<file path="src/rtl/lpef_pkg.sv">
// Shared constants and widths for the line position error filter.
`timescale 1ns / 1ps
`default_nettype none
package lpef_pkg;

  localparam int unsigned PatW     = 8;   // sensor channels
  localparam int unsigned IdxW     = 3;   // channel index
  localparam int unsigned CntW     = 4;   // black channel count, 0..8
  localparam int unsigned SumW     = 5;   // index sum, 0..28
  localparam int unsigned DvdW     = SumW + 8;  // sum in Q8
  localparam int unsigned StepW    = 4;   // divider step counter
  localparam int unsigned CenterW  = 11;  // centroid Q8, 0..1792
  localparam int unsigned RawW     = 7;   // raw error, -56..56
  localparam int unsigned FiltW    = 16;  // filter state, Q8
  localparam int unsigned DeltaW   = FiltW + 1;
  localparam int unsigned OutW     = 7;

  localparam logic signed [12:0]       CenterQ8   = 13'sd896;
  localparam logic signed [DeltaW-1:0] FastLimQ8  = 17'sd2560;  // 10 in Q8
  localparam int unsigned              SlowShift  = 3;

endpackage
`default_nettype wire

</file>
<file path="src/rtl/lpef_scan.sv">
// Bit-serial scan of the sensor pattern: black channel count and index sum.
`timescale 1ns / 1ps
`default_nettype none
module lpef_scan
  import lpef_pkg::*;
(
  input  wire logic            clk_i,
  input  wire logic            rst_ni,
  input  wire logic            start_i,
  input  wire logic [PatW-1:0] pattern_i,
  output logic                 done_o,
  output logic [SumW-1:0]      sum_o,
  output logic [CntW-1:0]      count_o
);

  logic            busy_q;
  logic            done_q;
  logic [PatW-1:0] pat_q;
  logic [IdxW-1:0] idx_q;
  logic [SumW-1:0] sum_q;
  logic [CntW-1:0] cnt_q;

  always_ff @(posedge clk_i or negedge rst_ni) begin
    if (!rst_ni) begin
      busy_q <= 1'b0;
      done_q <= 1'b0;
    end else begin
      done_q <= 1'b0;
      if (start_i) begin
        busy_q <= 1'b1;
      end else if (busy_q && (idx_q == IdxW'(PatW - 1))) begin
        busy_q <= 1'b0;
        done_q <= 1'b1;
      end
    end
  end

  // one channel per cycle, LSB first
  always_ff @(posedge clk_i) begin
    if (start_i) begin
      pat_q <= pattern_i;
      idx_q <= '0;
      sum_q <= '0;
      cnt_q <= '0;
    end else if (busy_q) begin
      pat_q <= {1'b1, pat_q[PatW-1:1]};
      idx_q <= idx_q + 1'b1;
      if (!pat_q[0]) begin
        sum_q <= sum_q + SumW'(idx_q);
        cnt_q <= cnt_q + 1'b1;
      end
    end
  end

  assign done_o  = done_q;
  assign sum_o   = sum_q;
  assign count_o = cnt_q;

endmodule
`default_nettype wire

</file>
<file path="src/rtl/lpef_div.sv">
// Restoring divider, one quotient bit per cycle.
`timescale 1ns / 1ps
`default_nettype none
module lpef_div
  import lpef_pkg::*;
(
  input  wire logic            clk_i,
  input  wire logic            rst_ni,
  input  wire logic            start_i,
  input  wire logic [DvdW-1:0] dividend_i,
  input  wire logic [CntW-1:0] divisor_i,
  output logic                 done_o,
  output logic [DvdW-1:0]      quot_o
);

  logic             busy_q;
  logic             done_q;
  logic [StepW-1:0] step_q;
  logic [DvdW-1:0]  dvd_q;
  logic [CntW-1:0]  dsr_q;
  logic [CntW-1:0]  rem_q;
  logic [CntW:0]    trial;
  logic             fits;

  // remainder stays below the divisor, so CntW+1 bits hold the trial value
  assign trial = {rem_q, dvd_q[DvdW-1]};
  assign fits  = trial >= {1'b0, dsr_q};

  always_ff @(posedge clk_i or negedge rst_ni) begin
    if (!rst_ni) begin
      busy_q <= 1'b0;
      done_q <= 1'b0;
    end else begin
      done_q <= 1'b0;
      if (start_i) begin
        busy_q <= 1'b1;
      end else if (busy_q && (step_q == StepW'(DvdW - 1))) begin
        busy_q <= 1'b0;
        done_q <= 1'b1;
      end
    end
  end

  always_ff @(posedge clk_i) begin
    if (start_i) begin
      dvd_q  <= dividend_i;
      dsr_q  <= divisor_i;
      rem_q  <= '0;
      step_q <= '0;
    end else if (busy_q) begin
      step_q <= step_q + 1'b1;
      dvd_q  <= {dvd_q[DvdW-2:0], fits};
      if (fits) begin
        rem_q <= CntW'(trial - {1'b0, dsr_q});
      end else begin
        rem_q <= trial[CntW-1:0];
      end
    end
  end

  assign done_o = done_q;
  assign quot_o = dvd_q;

endmodule
`default_nettype wire

</file>
<file path="src/rtl/line_position_error_filter_top.sv">
// Top level of the line position error filter: control, filter state, output register.
`timescale 1ns / 1ps
`default_nettype none
// Takes one 8-bit line sensor pattern per item (a zero bit marks a black channel) and
// returns one item: the filtered line position error, integer part, -56..56, zero at
// centre. The pattern is scanned one channel per cycle, then the count and sum are
// handed over. The Q8 centroid is found by a restoring divider producing one
// quotient bit per cycle, then the raw error is registered (the divider is skipped when
// no channel is black). A filter step then updates the adaptive filter and loads the
// output register, waiting while the output register holds a result not yet taken.
// The serial divider is the longest step. The next item is accepted as soon as the
// filter has been updated, even while the previous result still waits in the output
// register. The first item after reset loads the filter directly.
module line_position_error_filter_top
  import lpef_pkg::*;
(
  input  wire logic                   clk_i,
  input  wire logic                   rst_ni,
  input  wire logic                   in_valid_i,
  output logic                        in_ready_o,
  input  wire logic [PatW-1:0]        line_pattern_i,
  output logic                        out_valid_o,
  input  wire logic                   out_ready_i,
  output logic signed [OutW-1:0]      line_error_o
);

  localparam logic [1:0] StIdle = 2'd0;
  localparam logic [1:0] StScan = 2'd1;
  localparam logic [1:0] StDiv  = 2'd2;
  localparam logic [1:0] StFilt = 2'd3;

  logic [1:0]             state_q, state_d;
  logic                   started_q;
  logic signed [FiltW-1:0] filt_q;
  logic signed [RawW-1:0] raw_q;
  logic                   out_valid_q;
  logic signed [OutW-1:0] out_q;

  logic                   in_acc;
  logic                   scan_done;
  logic [SumW-1:0]        scan_sum;
  logic [CntW-1:0]        scan_cnt;
  logic                   div_start;
  logic                   div_done;
  logic [DvdW-1:0]        div_quot;
  logic                   out_free;
  logic                   filt_go;

  // raw error from the centroid, truncated toward zero
  logic signed [12:0]      diff;
  logic [12:0]             diff_mag;
  logic [RawW-2:0]         raw_mag;
  logic signed [RawW-1:0]  raw_d;

  // filter update
  logic signed [FiltW-1:0]  target;
  logic signed [DeltaW-1:0] delta;
  logic signed [DeltaW-1:0] delta_mag;
  logic signed [DeltaW-1:0] step;
  logic signed [FiltW-1:0]  filt_d;

  assign in_ready_o = (state_q == StIdle);
  assign in_acc     = in_valid_i && in_ready_o;
  assign out_free   = !out_valid_q || out_ready_i;
  assign filt_go    = (state_q == StFilt) && out_free;
  assign div_start  = scan_done && (scan_cnt != '0);

  lpef_scan u_scan (
    .clk_i     (clk_i),
    .rst_ni    (rst_ni),
    .start_i   (in_acc),
    .pattern_i (line_pattern_i),
    .done_o    (scan_done),
    .sum_o     (scan_sum),
    .count_o   (scan_cnt)
  );

  lpef_div u_div (
    .clk_i      (clk_i),
    .rst_ni     (rst_ni),
    .start_i    (div_start),
    .dividend_i ({scan_sum, 8'h00}),
    .divisor_i  (scan_cnt),
    .done_o     (div_done),
    .quot_o     (div_quot)
  );

  // centroid fits 11 bits, so the upper quotient bits are zero
  always_comb begin
    diff     = $signed({2'b00, div_quot[CenterW-1:0]}) - CenterQ8;
    diff_mag = diff[12] ? 13'(-diff) : 13'(diff);
    raw_mag  = diff_mag[9:4];
    raw_d    = diff[12] ? -$signed({1'b0, raw_mag}) : $signed({1'b0, raw_mag});
  end

  always_comb begin
    target    = FiltW'($signed({raw_q, 8'h00}));
    delta     = DeltaW'(target) - DeltaW'(filt_q);
    delta_mag = delta[DeltaW-1] ? -delta : delta;
    if (delta_mag >= FastLimQ8) begin
      step = delta >>> 1;
    end else begin
      step = delta >>> SlowShift;
    end
    if (!started_q) begin
      filt_d = target;
    end else begin
      filt_d = FiltW'(DeltaW'(filt_q) + step);
    end
  end

  always_comb begin
    state_d = state_q;
    unique case (state_q)
      StIdle: if (in_acc) state_d = StScan;
      StScan: begin
        if (scan_done) state_d = (scan_cnt != '0) ? StDiv : StFilt;
      end
      StDiv:  if (div_done) state_d = StFilt;
      StFilt: if (out_free) state_d = StIdle;
      default: state_d = StIdle;
    endcase
  end

  always_ff @(posedge clk_i or negedge rst_ni) begin
    if (!rst_ni) begin
      state_q     <= StIdle;
      started_q   <= 1'b0;
      filt_q      <= '0;
      out_valid_q <= 1'b0;
    end else begin
      state_q <= state_d;
      if (filt_go) begin
        started_q   <= 1'b1;
        filt_q      <= filt_d;
        out_valid_q <= 1'b1;
      end else if (out_ready_i) begin
        out_valid_q <= 1'b0;
      end
    end
  end

  // payload registers
  always_ff @(posedge clk_i) begin
    if (scan_done && (scan_cnt == '0)) begin
      raw_q <= '0;  // all white: error is zero
    end else if (div_done) begin
      raw_q <= raw_d;
    end
    if (filt_go) begin
      out_q <= filt_d[FiltW-2:8];  // floor of Q8, range fits 7 bits
    end
  end

  assign out_valid_o  = out_valid_q;
  assign line_error_o = out_q;

  a_filt_loads_out: assert property (@(posedge clk_i) disable iff (!rst_ni)
    (state_q == StFilt) && !out_valid_q |=> out_valid_q && (state_q == StIdle))
    else $error("filter step did not load output");
  a_started_stays: assert property (@(posedge clk_i) disable iff (!rst_ni)
    started_q |=> started_q)
    else $error("filter start flag fell");
  a_filt_range: assert property (@(posedge clk_i) disable iff (!rst_ni)
    (filt_q <= 16'sd14336) && (filt_q >= -16'sd14336))
    else $error("filter state out of range");
  a_scan_in_scan: assert property (@(posedge clk_i) disable iff (!rst_ni)
    scan_done |-> (state_q == StScan))
    else $error("scan finished outside scan state");
  a_div_in_div: assert property (@(posedge clk_i) disable iff (!rst_ni)
    div_done |-> (state_q == StDiv))
    else $error("divide finished outside divide state");

endmodule
`default_nettype wire

</file>
<file path="config.mk">
export PLATFORM = sky130hd
export DESIGN_NAME = line_position_error_filter_top
export DESIGN_NICKNAME = d
export VERILOG_FILES = /design/src/rtl/lpef_pkg.sv /design/src/rtl/lpef_scan.sv /design/src/rtl/lpef_div.sv /design/src/rtl/line_position_error_filter_top.sv
export SDC_FILE = /design/constraint.sdc
export NUM_CORES = 1
export LEC_CHECK = 0
export BUFFER_PORTS_ARGS = -buffer_cell sky130_fd_sc_hd__buf_2
export CAP_MARGIN = 20
export CELL_PAD_IN_SITES_DETAIL_PLACEMENT = 1
export CELL_PAD_IN_SITES_GLOBAL_PLACEMENT = 2
export CORE_ASPECT_RATIO = 1.1
export CORE_MARGIN = 4
export CORE_UTILIZATION = 40
export DETAILED_ROUTE_END_ITERATION = 10
export HOLD_SLACK_MARGIN = 0.15
export PLACE_DENSITY = 0.79
export RECOVER_POWER = 50
export SLEW_MARGIN = 20
export SYNTH_ARGS = -nofsm -noshare
export SYNTH_HDL_FRONTEND = slang
export SYNTH_SLANG_ARGS = --single-unit
</file>
<file path="constraint.sdc">
create_clock -name clk_i -period 7.7 [get_ports clk_i]
set_input_delay 1.54 -clock clk_i [delete_from_list [all_inputs] [get_ports clk_i]]
set_output_delay 1.54 -clock clk_i [all_outputs]
set_load 0.02 [all_outputs]
</file>
==> flow_summary.yaml <==
routing:
  drc: 0
  ant_nets: 0
  vias_per_cell: 5.362
  vias: 4499
  routed_wirelength_um: 13500
  drtIter0Drc: 172
  wl_per_cell_um: 16.10
  firstDrtPassIters: 6
global_routing:
  grt_max_degree: 33
  grt_pass1_wl_um: 23070
  grt_pass1_vias: 4717
  antenna_found_initial: 0
  track_usage_pct: 17.60
  overflow: 0
flow_run:
  cap_viol_max_count: 1
cts:
  path_clk_slew_ns: 0.06
  cts.sinks: 83
  cts_tree: "done"
  post-cts-setup-buffers: 0
  ctsHoldBuffers: 0
  cts_max_level: 3
  cts_buffer_depth: 2
  cts_buffers: 9
  cts_resized: 0
  clk_latency_ns: 0.35
  cts_root_buffer: "clkbuf_16"
timing:
  period_share_pct: 84.80
  slew_headroom_pct: -5.897
  tns_ns: 0
  min_period_ns: 6.529
  rsz0062_at_grt: "no"
  skew_ns: 0.009991
  maxSlewViolCount: 25
  hold_viol: 0
  setup_viol: 0
  clock.fmax_mhz: 153.2
  tightestPinTransition_ns: 1.588
synth:
  synthesis.area_um2: 5663
  synth_async_sr_flop_share_pct: 28.92
  post_synth.cell_area_avg_um2: 8.876
  synthCells: 638
  ys_ff_latch: 83
  ys.warnings.count: 0
  synth-main-ff-cell: "dfxtp_1"
  synth_nets: 701
  yosysSeqAreaShare_pct: 35.70
  ys_types: 74
  synth_edf_count: 24
outcome:
  failed_checks: "capacitance limit, slew limit"
  run_status: "complete, but fails checks"
worst_setup_path:
  cp.required_ns: 7.95
  slowest_stage: "nor2b_1"
  crit_chain: "inv_1, ha_1, nor2b_1, nand3_1, a221oi_4, nand2_2, o31ai_1, o211ai_1, a221o_1, o21ai_4, mux2_2, a211oi_1, ha_1, and2_1, a21bo_2, a21oi_1, o21ai_0, a21oi_1, a31o_2, a21o_1, a21oi_1, mux2_2, a31oi_1"
  critPathMaxFanout: 19
  critPathMostFrequentCell: "a21oi_1"
  crit_arrival_ns: 6.78
  cp_slowest_stage_delay_ns: 0.46
  start_kind: "flip-flop"
  worstSetupPathType: "reg2reg"
  endpoint_kind: "flip-flop"
floorplanning:
  fp.dieW_um: 121.4
  io_pins: 21
  die_area_um2: 16130
  start_util_pct: 40.89
  rows: 45
  core_um2: 13850
  die_height_um: 132.8
layout:
  fillers: 1668
  antenna_cells: 0
  fin_nets: 709
  area_delta_synth_final_pct: 10.21
  drive_above_1_share_pct: 9.217
  finalInstanceArea_um2: 6241
place:
  post-dp-hpwl_um: 10240
  port_buffers: 20
  gp_congestion: 0.8513
  place_area_um2: 5912
min_path:
  hp-class: "reg2reg"
path summary, 6_finish.rpt:
path | startpoint | endpoint | slack, ns | depth (start not counted)
setup / recovery | filt_q[1] | filt_q[14] | 1.17 | 23
hold / removal | u_div.rem_q[3] | u_div.rem_q[3] | 0.50 | 2
setup reg to reg | filt_q[1] | filt_q[14] | 1.17 | 23
hold reg to reg | u_div.rem_q[3] | u_div.rem_q[3] | 0.50 | 2
max in group asynchronous | rst_ni | filt_q[1] | 5.18 | 1
min in group asynchronous | rst_ni | out_valid_o | 1.59 | 1
cells in the mapped netlist, types with 5 or more instances:
master | n | area share (%)
nand3_1 | 11 | 0.97
o31ai_1 | 6 | 0.80
and2_1 | 8 | 0.88
inv_1 | 41 | 2.7
mux2_2 | 11 | 2.2
nand2b_1 | 12 | 1.3
nand4_1 | 6 | 0.66
nor2b_1 | 6 | 0.66
xor2_1 | 22 | 3.4
and3_1 | 5 | 0.55
clkbuf_1 | 16 | 1.1
nor2_1 | 62 | 4.1
a31oi_1 | 5 | 0.55
ha_1 | 48 | 11
or2_2 | 5 | 0.55
xnor2_1 | 17 | 2.6
a21o_1 | 6 | 0.80
a21oi_1 | 33 | 2.9
edfxtp_1 | 24 | 13
a211oi_1 | 10 | 1.3
nor3_1 | 14 | 1.2
o21ai_0 | 31 | 2.7
nand2_1 | 80 | 5.3
dfxtp_1 | 35 | 12
dfrtp_1 | 24 | 11
mux2i_1 | 22 | 3.9
placed cells by master (no fill, tap or decap), types with 3 or more instances in the layout:
cell	n
mux2_2	11
nand3b_1	3
nand2b_1	12
nor3_1	14
o21ai_0	31
clkbuf_16	9
nor2_1	61
dfxtp_1	35
nand3_1	11
buf_2	18
nand4_1	6
mux2i_1	22
o211ai_1	3
or3_1	4
edfxtp_1	24
nor3b_1	4
nand2_1	80
xnor2_1	17
and3_1	5
bufinv_16	3
a31oi_1	5
a221o_1	3
o31ai_1	6
a22o_1	3
fa_1	3
nor2b_1	6
a21oi_1	33
a21o_1	6
ha_1	48
dfrtp_1	24
or2_2	5
and2_1	6
clkbuf_1	6
a211oi_1	10
inv_1	41
xor2_1	22
per-stage QoR:
stage	worst slack (ns)	hold slack, ns	std cells	utilization [%]
2_1_floorplan	2.051	0.4510	638	-
3_3_place_gp	1.437	0.4640	823	42.68
3_5_place_dp	1.174	0.4739	823	42.68
4_1_cts	1.142	0.4956	839	45.10
5_1_grt	0.6323	0.5247	839	45.06
6_report	1.171	0.4988	839	45.06
logic make-up after synthesis:
logic type      Yosys count  share of synthesized area, %
flops                    83                         35.70
compound gates          133                         16.59
xor+xnor                 39                         6.032
mux                      33                         6.076
buf+inv                  68                         4.684
fa+ha+maj                51                         11.67
simple gates            231                         19.24
metal layers:
| layer | GRT usage, % | routed length, um |
|---|---|---|
| met1 | 20.85 | 5906 |
| met2 | 32.47 | 7163 |
| met3 | 2.565 | 254 |
| met4 | 5.293 | 180 |
| met5 | 0 | 0 |
layout make-up:
cell class | count | area, um^2 | area share [%]
clock buffer | 12 | 236.5 | 3.789
timing repair buffer | 22 | 108.9 | 1.744
inverter | 43 | 161.4 | 2.586
sequential | 83 | 2022 | 32.40
clock inverter | 4 | 98.84 | 1.584
multi-input combinational | 487 | 3378 | 54.13
tap | 188 | 235.2 | 3.769
state kept, by name (all words and copies together) (netlist names):
| name | cells |
|---|---|
| u_div.dsr_q | 4 |
| state_q | 2 |
| u_div.quot_o | 13 |
| out_valid_o | 1 |
| u_scan.count_o | 4 |
| line_error_o | 7 |
| u_scan.done_o | 1 |
| u_div.rem_q | 4 |
| u_scan.pat_q | 8 |
| u_div.done_o | 1 |
| u_div.busy_q | 1 |
| u_scan.busy_q | 1 |
| started_q | 1 |
| filt_q | 16 |
| u_scan.idx_q | 3 |
| raw_q | 7 |
| u_div.step_q | 4 |
| u_scan.sum_o | 5 |
worst max-delay path, delay by kind of cell, from the launching register on:
family                   cells  cell delay [ns]
AND/OR/NAND/NOR              4             1.02
buffers and inverters        1             0.15
multiplexers                 2             0.76
adder cells (fa/ha/maj)      2             0.58
AO/OA/AOI/OAI               14             3.44
flip-flops                   1             0.44
Power is not shown: default switching activity piles up to over one toggle a cycle in this logic, so the estimate is an artifact.
